===== src/sv/tca_pkg.sv =====
// ----------------------------------------------------------------------------
// tca_pkg
// Shared widths, result codes and the sideband type of the triangle
// classifier and Heron area pipeline.
// ----------------------------------------------------------------------------
package tca_pkg;

    localparam int SIDE_BITS = 12;
    localparam int PERIM_W   = SIDE_BITS + 2;
    localparam int AREA_W    = 2 * SIDE_BITS + 1;
    localparam int DIFF_W    = SIDE_BITS + 1;
    localparam int SQ_W      = 2 * SIDE_BITS;
    localparam int SSQ_W     = SQ_W + 1;
    localparam int P1_W      = PERIM_W + DIFF_W;
    localparam int P2_W      = 2 * DIFF_W;
    localparam int PROD_W    = 4 * SIDE_BITS + 2;
    localparam int TRIAL_W   = PROD_W + 1;

    typedef enum logic [2:0] {
        KIND_INVALID     = 3'd0,
        KIND_RIGHT       = 3'd1,
        KIND_EQUILATERAL = 3'd2,
        KIND_ISOSCELES   = 3'd3,
        KIND_OBTUSE      = 3'd4,
        KIND_ACUTE       = 3'd5
    } t_kind;

    typedef struct packed {
        logic               is_valid;
        t_kind              kind;
        logic [PERIM_W-1:0] perimeter;
    } t_side;

endpackage


===== src/sv/tca_isqrt.sv =====
// ----------------------------------------------------------------------------
// tca_isqrt
// Pipelined integer square root, one result bit per register stage, with
// the classification sideband carried alongside.
// ----------------------------------------------------------------------------
module tca_isqrt
    import tca_pkg::*;
(
    input  logic              i_clk,
    input  logic              i_rst_n,
    input  logic              i_en,
    input  logic              i_valid,
    input  logic [PROD_W-1:0] i_radicand,
    input  t_side             i_side,
    output logic              o_valid,
    output logic [AREA_W-1:0] o_root,
    output t_side             o_side
);

    logic              r_vld  [AREA_W];
    logic [PROD_W-1:0] r_rem  [AREA_W];
    logic [AREA_W-1:0] r_root [AREA_W];
    t_side             r_side [AREA_W];

    for (genvar k = 0; k < AREA_W; k++) begin : g_stage
        localparam int BIT = AREA_W - 1 - k;

        logic              n_vld_in;
        logic [PROD_W-1:0] n_rem_in;
        logic [AREA_W-1:0] n_root_in;
        t_side             n_side_in;
        logic [TRIAL_W-1:0] n_trial;
        logic               n_take;

        if (k == 0) begin : g_first
            assign n_vld_in  = i_valid;
            assign n_rem_in  = i_radicand;
            assign n_root_in = '0;
            assign n_side_in = i_side;
        end else begin : g_next
            assign n_vld_in  = r_vld[k-1];
            assign n_rem_in  = r_rem[k-1];
            assign n_root_in = r_root[k-1];
            assign n_side_in = r_side[k-1];
        end

        always_comb begin
            n_trial = (TRIAL_W'(n_root_in) << (BIT + 1)) +
                      (TRIAL_W'(1) << (2 * BIT));
            n_take  = TRIAL_W'(n_rem_in) >= n_trial;
        end

        always_ff @(posedge i_clk) begin
            if (!i_rst_n) begin
                r_vld[k] <= 1'b0;
            end else if (i_en) begin
                r_vld[k] <= n_vld_in;
            end
        end

        always_ff @(posedge i_clk) begin
            if (i_en) begin
                r_side[k] <= n_side_in;
                if (n_take) begin
                    r_rem[k]  <= PROD_W'(TRIAL_W'(n_rem_in) - n_trial);
                    r_root[k] <= n_root_in | (AREA_W'(1) << BIT);
                end else begin
                    r_rem[k]  <= n_rem_in;
                    r_root[k] <= n_root_in;
                end
            end
        end
    end

    assign o_valid = r_vld[AREA_W-1];
    assign o_root  = r_root[AREA_W-1];
    assign o_side  = r_side[AREA_W-1];

endmodule


===== config.mk =====
export PLATFORM = sky130hd
export DESIGN_NAME = tca_isqrt
export DESIGN_NICKNAME = d
export VERILOG_FILES = /design/src/sv/tca_pkg.sv /design/src/sv/tca_isqrt.sv
export SDC_FILE = /design/constraint.sdc
export NUM_CORES = 2
export LEC_CHECK = 0
export ABC_AREA = 1
export CORE_ASPECT_RATIO = 1.75
export CORE_MARGIN = 3
export CORE_UTILIZATION = 45
export CTS_CLUSTER_SIZE = 28
export DETAILED_ROUTE_END_ITERATION = 10
export DONT_BUFFER_PORTS = 1
export PLACE_DENSITY = 0.58
export SLEW_MARGIN = 15
export SYNTH_ARGS = -nofsm -noshare
export SYNTH_HDL_FRONTEND = slang
export SYNTH_SLANG_ARGS = --single-unit

===== constraint.sdc =====
create_clock -name i_clk -period 4.5 [get_ports i_clk]
set_input_delay 1.125 -clock i_clk [delete_from_list [all_inputs] [get_ports i_clk]]
set_output_delay 1.125 -clock i_clk [all_outputs]
set_load 0.005 [all_outputs]

Word level (Yosys, flattened, before mapping)
Memories as Yosys holds them, arrays and structs flattened. Index checks and enable logic that the tools add are counted.

Register bits after elaboration: 0. RAM bits: 2350. Input bits: 72. Output and inout port bits: 44. Word-level logic and storage cells: 383. Memories kept: 4.

Memory list: r_rem (words 25, bits a word 50, read ports 24, clocked after memory_dff 0, wr ports 25, RTL line tca_isqrt.sv:21) `logic [PROD_W-1:0] r_rem [AREA_W];`; r_root (words 25, bits a word 25, read ports 25, clocked after memory_dff 0, wr ports 25, RTL line tca_isqrt.sv:22) `logic [AREA_W-1:0] r_root [AREA_W];`; r_side (words 25, bits a word 18, read ports 25, clocked after memory_dff 0, wr ports 25, RTL line tca_isqrt.sv:23) `t_side r_side [AREA_W];`; r_vld (words 25, bits a word 1, read ports 25, clocked after memory_dff 0, wr ports 25, RTL line tca_isqrt.sv:20) `logic r_vld [AREA_W];`.

Add/subtract/negate cells: 49. Magnitude comparators: 25. Mux-type cells: 230. Bitwise operators: 75.

Operators by type and width (number): 2-to-1 mux 50 bit (25); 2-to-1 mux 25 bit (25); 2-to-1 mux 1 bit (180); OR 1 bit (75); adder 49 x 47 -> 50 bit, second input constant (1); greater-or-equal comparator 50 x 27 -> 1 bit (1); greater-or-equal comparator 50 x 28 -> 1 bit (1); greater-or-equal comparator 50 x 29 -> 1 bit (1); greater-or-equal comparator 50 x 30 -> 1 bit (1); greater-or-equal comparator 50 x 31 -> 1 bit (1); greater-or-equal comparator 50 x 32 -> 1 bit (1); greater-or-equal comparator 50 x 33 -> 1 bit (1); greater-or-equal comparator 50 x 34 -> 1 bit (1); greater-or-equal comparator 50 x 35 -> 1 bit (1); greater-or-equal comparator 50 x 36 -> 1 bit (1); greater-or-equal comparator 50 x 37 -> 1 bit (1); greater-or-equal comparator 50 x 38 -> 1 bit (1); greater-or-equal comparator 50 x 39 -> 1 bit (1); greater-or-equal comparator 50 x 40 -> 1 bit (1); greater-or-equal comparator 50 x 41 -> 1 bit (1); greater-or-equal comparator 50 x 42 -> 1 bit (1); greater-or-equal comparator 50 x 43 -> 1 bit (1); greater-or-equal comparator 50 x 44 -> 1 bit (1); greater-or-equal comparator 50 x 45 -> 1 bit (1); other kinds (54) (54).

Logic depth before layout (Yosys ltp)
An unclocked memory read counts as a cell.

Depth after elaboration: 7. Mapped depth: 17. Mapped depth without buffers: 16.

Worst setup path after synthesis
Ideal clock, no wire load.

Kind: input -> register. Start point: input port i_en. End point: memory r_rem[2][350] (netlist bit), enable pin. Library setup time: 0.458 ns. Arrival time: 3.572 ns. Data required time: 4.042 ns. Path slack: 0.470 ns. Stages on the path: 3. Cells stage by stage: buf_4 -> clkbuf_1 -> clkbuf_1.

RTL lines: start, declared (RTL line tca_isqrt.sv:11) `input logic i_en,`; end, declared (RTL line tca_isqrt.sv:21).

==> reports/qor.yml <==
fin_cells: 14900
drive_gt1_share_pct: 5.12
ff2ff_setup_slack_ns: 0.33
fin_skew_ns: 0.0716
yosysMostFrequentCell: "nand2_1"
tightest_slew_ns: 1.24
core_um2: 230000
dp.cells: 14500
post_cts.repair.setup_buffers: 0
routedWlPerCell_um: 27.4
grt_max_degree: 225
regToRegStartpoint: "r_rem[2][14]"
pwr_density_cell_nw_per_um2: 469
relSlewSlack_pct: 16.8
syn_inst: 11400
syn_area_per_cell_um2: 9.14
clock.fmax_mhz: 237
synth.area.top_cells: "edfxtp_1 (58%), nand2_1 (12%), inv_1 (7.0%)"
clkLatencyLatePin_ns: 0.90
endpoint: "r_rem[2][330]"
io_pins: 116
start_util_pct: 45.3
worstReg2RegEnd: "r_rem[2][96]"
n_fill_cell: 21700
synth_area_um2: 104000
grt.overflow.total: 0
ys_types: 57
drc_errors: 0
synth-async-reset-ratio_pct: 0
cp-end-kind: "flip-flop"
finalHoldViolations: 0
synth.top_cell.area_share_pct: 57.6
via_count: 79300
numPortBuffers: 0
whs_ns: 0.345
ant_nets: 0
nets: 12000
drtIter0Drc: 5429
finalCritPeriodShare_pct: 93.7
irDropWorstVdd_mv: 0.451
grt_pass1_vias: 80800
slowest_delay_ns: 0.50
h-tree-depth: 4
synth-edff-count: 1999
path_max_fanout: 138
numCtsBuffers: 196
drv_cap: 0
clockBufferDepth: 4
synthFlopType: "edfxtp_1"
synth-seq-cells: 2000
rsz0062_at_grt: "no"
grt_pass1_wl_mm: 566
cpMostUsedCell: "buf_16"
cts_tree: "yes"
syn-num-nets: 11800
crit_start: "i_en"
syn_to_final_growth_pct: 10.5
die-area_um2: 238000
clk_pin_slew_ns: 0.06
crit_path_top_delay_cell: "buf_16"
cts_root_buf: "clkbuf_16"
yosysTopAreaCell: "edfxtp_1"
path_class: "input port to flip-flop"
cts-resized-gates: 0
clkSinkCount: 2000
crit_chain: "buf_16, buf_16, buf_16, buf_16, inv_2, buf_4, nor2_1, nand4_2, a21oi_4, nand3_4, buf_12, nand3_1, o21ai_1"
antenna_found_initial: 35
yosysSeqAreaShare_pct: 57.6
synthTopCellsByCount: "nand2_1 (3320), edfxtp_1 (1999), inv_1 (1957), nor2_1 (1349), nand3_1 (578)"
slew_viol_final: 0
status: "finished clean"
gp_congestion: 1.06
hpwl_mm: 332
dieWidth_um: 370
die_y_um: 643
avgViaCountPerCell: 5.34
critPathLaunchType: "input port"
cts_hold_buf: 0
cp.required_ns: 5.08
fp-row-count: 233
fin_crit_ns: 4.22
arrival_ns: 4.79
yosys_warnings: 0
wirelength_mm: 407
drtPass1Iterations: 8
total_leakage_power_uw: 0.0498
grt_util_all_layers_pct: 34.0
finalSetupViolCount: 0
hold_path_class: "input port to flip-flop"
r2r_cells: 14
## state kept, by name (all words and copies together) (netlist names)
register  count
r_vld        25
r_side      450
r_rem      1200
r_root      325
## power breakdown
| group | leakage (uW) | internal [uW] | total, uW | switching [uW] |
|---|---|---|---|---|
| Clock | 0.00311 | 9450 | 16800 | 7390 |
| Sequential | 0.0193 | 23000 | 25300 | 2330 |
| Combinational | 0.0274 | 3430 | 11800 | 8420 |
| Total | 0.0498 | 35900 | 54000 | 18100 |
## how the worst min path moves through the flow
| stage | to | start | depth (start not counted) |
|---|---|---|---|
| after floorplan | r_side[10][0] | r_side[9][0] | 0 |
| after global placement | r_side[12][1] | r_side[11][1] | 0 |
| after detailed placement | r_side[10][7] | r_side[9][7] | 0 |
| after CTS | r_side[0][12] | i_side[12] | 0 |
| after global routing | r_side[0][12] | i_side[12] | 0 |
| final | r_side[0][3] | i_side[3] | 0 |
## final cells by class
cell class | count | area (um^2) | area share (%)
Antenna cell | 38 | 95.1 | 0.0825
Multi-Input combinational cell | 7335 | 36100 | 31.3
Clock buffer | 233 | 5130 | 4.45
Tap cell | 3055 | 3820 | 3.32
Timing Repair Buffer | 110 | 1320 | 1.15
Clock inverter | 123 | 1290 | 1.12
Inverter | 1974 | 7410 | 6.43
Sequential cell | 2000 | 60000 | 52.1
## worst max-delay path, delay by kind of cell
kind	cells	cell delay [ns]
AO/OA/AOI/OAI	2	0.24
buffers and inverters	7	2.16
AND/OR/NAND/NOR	4	0.62
## layer usage
layer  vias up  track usage [%]  part of all wire, %
li1      37700                -                    -
met1     37300             25.2                   27
met2      2721             64.9                   54
met3      1579             5.62                  4.0
met4        12             41.1                   15
met5         -           0.0409                0.033
## through the flow
stage | TNS [ns] | utilization, % | power (uW) | setup slack, ns | cell area (um^2)
after floorplan | 0 | - | 31700 | 0.470 | 104000
final | 0 | 50.0 | 54000 | 0.284 | 115000
after global placement | -491.84 | 47.1 | 37200 | -1.61 | 109000
after global routing | 0 | 50.0 | 56100 | 0.138 | 115000
after detailed placement | -141.24 | 47.2 | 37200 | -0.769 | 109000
after CTS | 0 | 50.0 | 54000 | 0.124 | 115000
## placed cells by master, fill, tap and decap left out, types with 72 or more instances in the layout
cell / count
buf_4: 79
nor2_1: 1349
nand3_1: 578
o21ai_1: 72
nor4_1: 80
ha_1: 347
edfxtp_1: 1999
nand2_1: 3320
nor3_1: 148
inv_1: 1957
o21ai_0: 215
a21oi_1: 312
xnor2_1: 151
nand4_1: 262
xor2_1: 162
clkbuf_16: 201
## logic make-up after synthesis
| group | after synthesis | synth area share (%) |
|---|---|---|
| flip-flops | 2000 | 57.6 |
| AO/OA/AOI/OAI | 704 | 3.71 |
| buffers and inverters | 2071 | 7.77 |
| AND/OR/NAND/NOR | 5971 | 24.1 |
| XOR/XNOR | 313 | 2.63 |
| adder cells (fa/ha/maj) | 347 | 4.17 |
Note: power is estimated with default switching activity, not from simulation.
