[src/sv/tca_pkg.sv]
// ----------------------------------------------------------------------------
// tca_pkg
// Shared widths, result codes and the sideband type of the triangle
// classifier and Heron area pipeline.
// ----------------------------------------------------------------------------
package tca_pkg;

    localparam int SIDE_BITS = 12;
    localparam int PERIM_W   = SIDE_BITS + 2;
    localparam int AREA_W    = 2 * SIDE_BITS + 1;
    localparam int DIFF_W    = SIDE_BITS + 1;
    localparam int SQ_W      = 2 * SIDE_BITS;
    localparam int SSQ_W     = SQ_W + 1;
    localparam int P1_W      = PERIM_W + DIFF_W;
    localparam int P2_W      = 2 * DIFF_W;
    localparam int PROD_W    = 4 * SIDE_BITS + 2;
    localparam int TRIAL_W   = PROD_W + 1;

    typedef enum logic [2:0] {
        KIND_INVALID     = 3'd0,
        KIND_RIGHT       = 3'd1,
        KIND_EQUILATERAL = 3'd2,
        KIND_ISOSCELES   = 3'd3,
        KIND_OBTUSE      = 3'd4,
        KIND_ACUTE       = 3'd5
    } t_kind;

    typedef struct packed {
        logic               is_valid;
        t_kind              kind;
        logic [PERIM_W-1:0] perimeter;
    } t_side;

endpackage

[src/sv/tca_front.sv]
// ----------------------------------------------------------------------------
// tca_front
// Four register stages: capture the sides, form the perimeter, the Heron
// factors and the squares, classify and form two partial products, then
// multiply them into the Heron product.
// ----------------------------------------------------------------------------
module tca_front
    import tca_pkg::*;
(
    input  logic                 i_clk,
    input  logic                 i_rst_n,
    input  logic                 i_en,
    input  logic                 i_valid,
    input  logic [SIDE_BITS-1:0] i_side_a,
    input  logic [SIDE_BITS-1:0] i_side_b,
    input  logic [SIDE_BITS-1:0] i_side_c,
    output logic                 o_valid,
    output logic [PROD_W-1:0]    o_radicand,
    output t_side                o_side
);

    logic                 r_a_vld;
    logic [SIDE_BITS-1:0] r_sa, r_sb, r_sc;

    logic [DIFF_W-1:0]    n_bc, n_ac, n_ab;
    logic                 n_ok;
    logic [PERIM_W-1:0]   n_sum;

    logic                 r_b_vld;
    logic                 r_b_ok;
    logic [PERIM_W-1:0]   r_b_sum;
    logic [DIFF_W-1:0]    r_dx, r_dy, r_dz;
    logic [SQ_W-1:0]      r_aa, r_bb, r_cc;
    logic                 r_eq_ab, r_eq_ac, r_eq_bc;

    logic [SSQ_W-1:0]     n_s_bc, n_s_ac, n_s_ab;
    logic                 n_right, n_obtuse;
    t_kind                n_kind;
    logic [P1_W-1:0]      n_p1;
    logic [P2_W-1:0]      n_p2;

    logic                 r_c_vld;
    t_side                r_c_side;
    logic [P1_W-1:0]      r_p1;
    logic [P2_W-1:0]      r_p2;

    logic                 r_d_vld;
    t_side                r_d_side;
    logic [PROD_W-1:0]    r_prod;

    always_comb begin
        n_bc  = DIFF_W'(r_sb) + DIFF_W'(r_sc);
        n_ac  = DIFF_W'(r_sa) + DIFF_W'(r_sc);
        n_ab  = DIFF_W'(r_sa) + DIFF_W'(r_sb);
        n_sum = PERIM_W'(r_sa) + PERIM_W'(r_sb) + PERIM_W'(r_sc);
        n_ok  = (r_sa != '0) && (r_sb != '0) && (r_sc != '0) &&
                (n_bc > DIFF_W'(r_sa)) && (n_ac > DIFF_W'(r_sb)) &&
                (n_ab > DIFF_W'(r_sc));
    end

    always_comb begin
        n_s_bc   = SSQ_W'(r_bb) + SSQ_W'(r_cc);
        n_s_ac   = SSQ_W'(r_aa) + SSQ_W'(r_cc);
        n_s_ab   = SSQ_W'(r_aa) + SSQ_W'(r_bb);
        n_right  = (SSQ_W'(r_aa) == n_s_bc) || (SSQ_W'(r_bb) == n_s_ac) ||
                   (SSQ_W'(r_cc) == n_s_ab);
        n_obtuse = (SSQ_W'(r_aa) > n_s_bc) || (SSQ_W'(r_bb) > n_s_ac) ||
                   (SSQ_W'(r_cc) > n_s_ab);
        if (!r_b_ok) begin
            n_kind = KIND_INVALID;
        end else if (n_right) begin
            n_kind = KIND_RIGHT;
        end else if (r_eq_ab && r_eq_bc) begin
            n_kind = KIND_EQUILATERAL;
        end else if (r_eq_ab || r_eq_ac || r_eq_bc) begin
            n_kind = KIND_ISOSCELES;
        end else if (n_obtuse) begin
            n_kind = KIND_OBTUSE;
        end else begin
            n_kind = KIND_ACUTE;
        end
        n_p1 = r_b_ok ? P1_W'(r_b_sum) * P1_W'(r_dx) : '0;
        n_p2 = r_b_ok ? P2_W'(r_dy) * P2_W'(r_dz) : '0;
    end

    always_ff @(posedge i_clk) begin
        if (!i_rst_n) begin
            r_a_vld <= 1'b0;
            r_b_vld <= 1'b0;
            r_c_vld <= 1'b0;
            r_d_vld <= 1'b0;
        end else if (i_en) begin
            r_a_vld <= i_valid;
            r_b_vld <= r_a_vld;
            r_c_vld <= r_b_vld;
            r_d_vld <= r_c_vld;
        end
    end

    always_ff @(posedge i_clk) begin
        if (i_en) begin
            r_sa <= i_side_a;
            r_sb <= i_side_b;
            r_sc <= i_side_c;

            r_b_ok  <= n_ok;
            r_b_sum <= n_sum;
            r_dx    <= n_bc - DIFF_W'(r_sa);
            r_dy    <= n_ac - DIFF_W'(r_sb);
            r_dz    <= n_ab - DIFF_W'(r_sc);
            r_aa    <= SQ_W'(r_sa) * SQ_W'(r_sa);
            r_bb    <= SQ_W'(r_sb) * SQ_W'(r_sb);
            r_cc    <= SQ_W'(r_sc) * SQ_W'(r_sc);
            r_eq_ab <= (r_sa == r_sb);
            r_eq_ac <= (r_sa == r_sc);
            r_eq_bc <= (r_sb == r_sc);

            r_c_side.is_valid  <= r_b_ok;
            r_c_side.kind      <= n_kind;
            r_c_side.perimeter <= r_b_sum;
            r_p1               <= n_p1;
            r_p2               <= n_p2;

            r_d_side <= r_c_side;
            r_prod   <= PROD_W'((P1_W + P2_W)'(r_p1) * (P1_W + P2_W)'(r_p2));
        end
    end

    assign o_valid    = r_d_vld;
    assign o_radicand = r_prod;
    assign o_side     = r_d_side;

endmodule

[config.mk]
export PLATFORM = sky130hd
export DESIGN_NAME = tca_front
export DESIGN_NICKNAME = d
export VERILOG_FILES = /design/src/sv/tca_pkg.sv /design/src/sv/tca_front.sv
export SDC_FILE = /design/constraint.sdc
export NUM_CORES = 2
export LEC_CHECK = 0
export BUFFER_PORTS_ARGS = -buffer_cell sky130_fd_sc_hd__buf_2
export CAP_MARGIN = 20
export CORE_MARGIN = 2
export CORE_UTILIZATION = 35
export CTS_CLUSTER_DIAMETER = 60
export DETAILED_ROUTE_END_ITERATION = 16
export HOLD_SLACK_MARGIN = 0.15
export PLACE_DENSITY_LB_ADDON = 0.3
export SYNTH_ARGS = -nofsm -noshare
export SYNTH_HDL_FRONTEND = slang
export SYNTH_SLANG_ARGS = --single-unit
[constraint.sdc]
create_clock -name i_clk -period 11.7 [get_ports i_clk]
set_clock_uncertainty 0.2 [all_clocks]
set_input_delay 0.585 -clock i_clk [delete_from_list [all_inputs] [get_ports i_clk]]
set_output_delay 0.585 -clock i_clk [all_outputs]
set_load 0.02 [all_outputs]
Word-level counts from Yosys, hierarchy flattened
Index checks and enable logic that the tools add are counted.

Memories: 0. Output and inout port bits: 69. Register bits after elaboration: 308. Latch bits: 0. Memory bits (read-only): 0. Word-level logic and storage cells: 80. Memory bits (writable): 0. Input port bits: 40.

Multiplexer cells: 4. $lt $le $gt $ge: 6. Div/mod/pow operators: 0. Multiply operators: 6. Eq/ne operators: 6. $add $sub $neg: 11. Shift operators: 0. Bitwise logic cells: 1. Reduce and logical (&&, ||, !) cells: 17.

Operators with widths (count): 24-bit by 24-bit adder with 25-bit output (3); 24-bit by 25-bit == test with 1-bit output (3); 24-bit by 25-bit > comparator with 1-bit output (3); 12-bit by 12-bit multiplier with 24-bit output (3); 12-bit by 12-bit adder with 13-bit output (4); 27-bit by 26-bit multiplier with 50-bit output (1); 13-bit by 12-bit > comparator with 1-bit output (3); 13-bit by 12-bit subtractor with 13-bit output (3); 12-bit == test (3); 12-bit nonzero test (3); 14-bit by 13-bit multiplier with 27-bit output (1); 13-bit by 13-bit multiplier with 26-bit output (1); 13-bit by 12-bit adder with 14-bit output (1); 1-bit logical AND (6); 1-bit logical OR (6); 2-bit two-way mux (2); 4-bit OR reduction (1); 1-bit two-way mux (2); 2-bit OR reduction (1); 1-bit NOT (1).

Logic depth before layout (Yosys ltp)
Word-level depth: 8. Depth in mapped cells: 28. Depth with buffers taken out: 26.

Least setup slack after synthesis
No wires, ideal clock.

Path type: flip-flop to flip-flop. Start point: register r_p2[5]. End point: register r_prod[43], in the netlist o_radicand[43] (data pin). Period minus slack after synthesis: 7.191 ns. Data required time: 11.238 ns. Library setup time: 0.262 ns. Cell stages (with the launch flop): 29. Data arrival time: 6.729 ns. Path buffers: 2. Slack: 4.509 ns. Cell sequence: edfxtp_1 > clkbuf_1 > clkbuf_1 > nand2_1 > fa_1 > inv_1 > fa_1 > inv_1 > fa_1 > inv_1 > fa_1 > inv_1 > fa_1 > inv_1 > fa_1 > inv_1 > fa_1 > inv_1 > ha_1 > a21o_1 > nor2_1 > o2111ai_1 > o211ai_2 > a31oi_2 > a31oi_2 > o21ai_1 > a211oi_2 > o31ai_1 > xnor2_1.

Cells in the longest elaborated chain, start to end: 1.

Ends and longest elaborated chain: from (decl) (line tca_front.sv:45) `logic [P2_W-1:0] r_p2;`; from (signal assigned) (line tca_front.sv:122) `r_p2 <= n_p2;`; 27-bit by 26-bit multiplier with 50-bit output (line tca_front.sv:125) `r_prod <= PROD_W'((P1_W + P2_W)'(r_p1) * (P1_W + P2_W)'(r_p2));`; to (signal assigned) (line tca_front.sv:125); to (decl) (line tca_front.sv:49) `logic [PROD_W-1:0] r_prod;`.

No other way between the ends. A chain may end at the register's enable or synchronous reset.

Final worst setup path
Start point: register r_p1[14]. End point: register r_prod[40], in the netlist o_radicand[40] (data pin).

Cells in the longest elaborated chain, start to end: 1.

Ends and longest elaborated chain: from (decl) (line tca_front.sv:44) `logic [P1_W-1:0] r_p1;`; from (signal assigned) (line tca_front.sv:121) `r_p1 <= n_p1;`; 27-bit by 26-bit multiplier with 50-bit output (line tca_front.sv:125).

No other way between the ends.

==> results.ini <==
[run_status]
status=complete, no violations

[detailed_routing]
firstDrtPassIters=6
wl_per_cell_um=17.5
drtIter0Drc=2219
postRouteAntennaNets=0
vias=43500
viasPerCell=4.89
wl_mm=156
drc_errors=0

[setup_path]
critPathRequiredTime_ns=11.91
slowest_delay_ns=1.12
r2r-start=r_p1[14]
crit_top_cell=fa_1
cp-start-kind=flop
worstSetupPathType=flop to flop
crit_path_start=r_p1[14]
worst-path-max-fanout=26
slowest_stage=edfxtp_1
arrival_ns=8.84
cp-end-kind=flop

[sta]
tightest_slew_ns=1.17
finalSetupViolCount=0
rsz0062_at_grt=no
hold_violations=0
slew-limit-headroom=0.219
clock.fmax_ghz=0.116
tns_ns=0
drv_slew=0
final.min_clock_period_ns=8.63
period_share=0.738

[clock_network]
cts_root_buffer=clkbuf_16
cts_buffers=53
cts_tree=yes
cts.sinks=302
cts.path.max_buffers=3
htree_num_levels=2
clk_pin_slew_ns=0.06
clkLatencyLatePin_ns=0.70
ctsResizeCount=0

[grt]
grt_max_degree=93
track_usage=0.179
busiest_layer=met2
grt.overflow.total=0
grt_use_met1=0.231
antenna_found_initial=3
grtUsageMet3=0.0202
grt_use_met2=0.312
first_global_vias=46900
grt_pass1_wl_mm=255

[placed_design]
io_buffer_count=108
dpl.hpwl_mm=126
place.gp.congestion=0.871

[cells_and_area]
drive_gt1_frac=0.0449
syn2layout_area_growth_pct=8.75
diodes=0
nFillCells=17500
finalNetCount=8376
regArea_um2=9030
multiInputGateArea_um2=46800

[die]
ios=109
die-area_um2=179000
die_w_um=423
fp-row-count=153
die-height_um=423
core-area_um2=174000
start_util=0.353

[synthesis]
syn-instance-count=6460
synth_flop_cell=edfxtp_1
avgSynthCellArea_um2=9.52
syn_nets=8311
synth_area_um2=61500
synth_area_leader_cell=fa_1
yosysWarningCount=0
async_flop_share=0
synth_seq_area_share=0.147
yosys.area.top_type_share=0.359
ys_types=78
synthTopCellsByArea=fa_1 (36%), edfxtp_1 (15%), ha_1 (14%), inv_1 (7.8%), and2_1 (5.3%)
synth-edff-count=298
yosys_register_bits=302

[hold_path]
hp-start=r_c_side[16]
hold_class=flop to flop

[job]
drv_cap=0

through the flow:
step	instance area, µm²	std cells	worst slack [ns]	utilization	hold WS (ns)
floorplan	61500	6460	4.51	-	0.200
global placement	64700	8756	3.07	0.371	0.208
detailed placement	64700	8756	3.04	0.371	0.205
CTS	66900	8891	2.96	0.384	0.216
global route	66900	8892	2.70	0.384	0.235
finish	66900	8892	3.07	0.384	0.219
synthesized netlist by cell type, types with 53 or more instances:
library cell and n:
o21ai_0 79, nand3_1 53, fa_1 1103, clkbuf_1 193, nor3_1 56, xor2_1 102, nand2_1 724, a21o_1 93
and2_1 523, xnor2_1 171, nor2_1 344, edfxtp_1 298, a21oi_1 210, inv_1 1286, ha_1 708
sequential cells by signal, indices dropped and copies added (netlist names), 12 cells and up:
| register | flops |
|---|---|
| r_c_side | 18 |
| r_aa | 23 |
| o_radicand | 50 |
| r_sa | 12 |
| r_b_sum | 14 |
| r_dx | 13 |
| r_dy | 12 |
| r_p2 | 25 |
| r_dz | 12 |
| r_p1 | 27 |
| r_sb | 12 |
| r_cc | 23 |
| o_side | 18 |
| r_bb | 23 |
| r_sc | 12 |
metal layers:
metal / up-vias / share of wire
li1: 20300 / -
met1: 21900 / 0.43
met2: 972 / 0.49
met3: 251 / 0.043
met4: 0 / 0.033
met5: - / 0
placed cells by master, fill, tap and decap left out, types with 13 or more instances in the layout:
cell and n:
a211oi_1 20, a21o_1 93, a21oi_1 210, a31oi_1 24, and2_1 523, and3_1 23
buf_2 107, buf_4 63, clkbuf_16 53, clkinv_1 22, dlygate4sd3_1 38, edfxtp_1 298
fa_1 1103, ha_1 708, inv_1 1286, nand2_1 724, nand2b_1 33, nand3_1 53
nand4_1 27, nor2_1 344, nor2b_1 35, nor3_1 56, nor4_1 24, o211ai_1 16
o21a_1 38, o21ai_0 79, o21ai_1 41, o21bai_1 44, or3_1 13, xnor2_1 171
xor2_1 102
final cells by class:
class,instances,share of cell area
Multi-Input combinational cell,4650,0.700
Tap cell,2325,0.0435
Sequential cell,302,0.135
Inverter,1308,0.0734
Timing Repair Buffer,210,0.0214
Clock buffer,54,0.0199
Clock inverter,43,0.00688
cell families after synthesis:
logic type / after synthesis / share of synthesized area
xor+xnor: 273 / 0.0389
compound gates: 666 / 0.0702
mux: 9 / 0.00153
flops: 302 / 0.147
fa+ha+maj: 1811 / 0.503
buf+inv: 1508 / 0.0920
simple gates: 1891 / 0.147
critical path, delay by kind of cell, from the launching register on:
family                     cells  cell delay, ns
buffers and inverters          6            0.30
AOI/OAI and AO/OA              8            2.30
and+or+nand+nor                2            0.47
xor gates and xnor gates       1            0.08
adders and majority gates      8            3.85
DFF                            1            1.12
worst paths after layout:
kind | slack [ns] | depth (start not counted) | to
worst max register to register | 3.07 | 25 | o_radicand[40]
worst min-delay path | 0.22 | 0 | o_side[16]
worst min register to register | 0.22 | 0 | o_side[16]
worst max-delay path | 3.07 | 25 | o_radicand[40]
what timing repair did:
| item | in CTS | in global routing |
|---|---|---|
| buffers inserted | 0 | 0 |
| hold endpoints to repair | 40 | 0 |
| hold buffers | 38 | 0 |
| setup endpoints to repair | 0 | 0 |
Power is left out: the tool's default activity adds up to more than one toggle a clock period on the data nets, which glitch-free logic cannot reach.
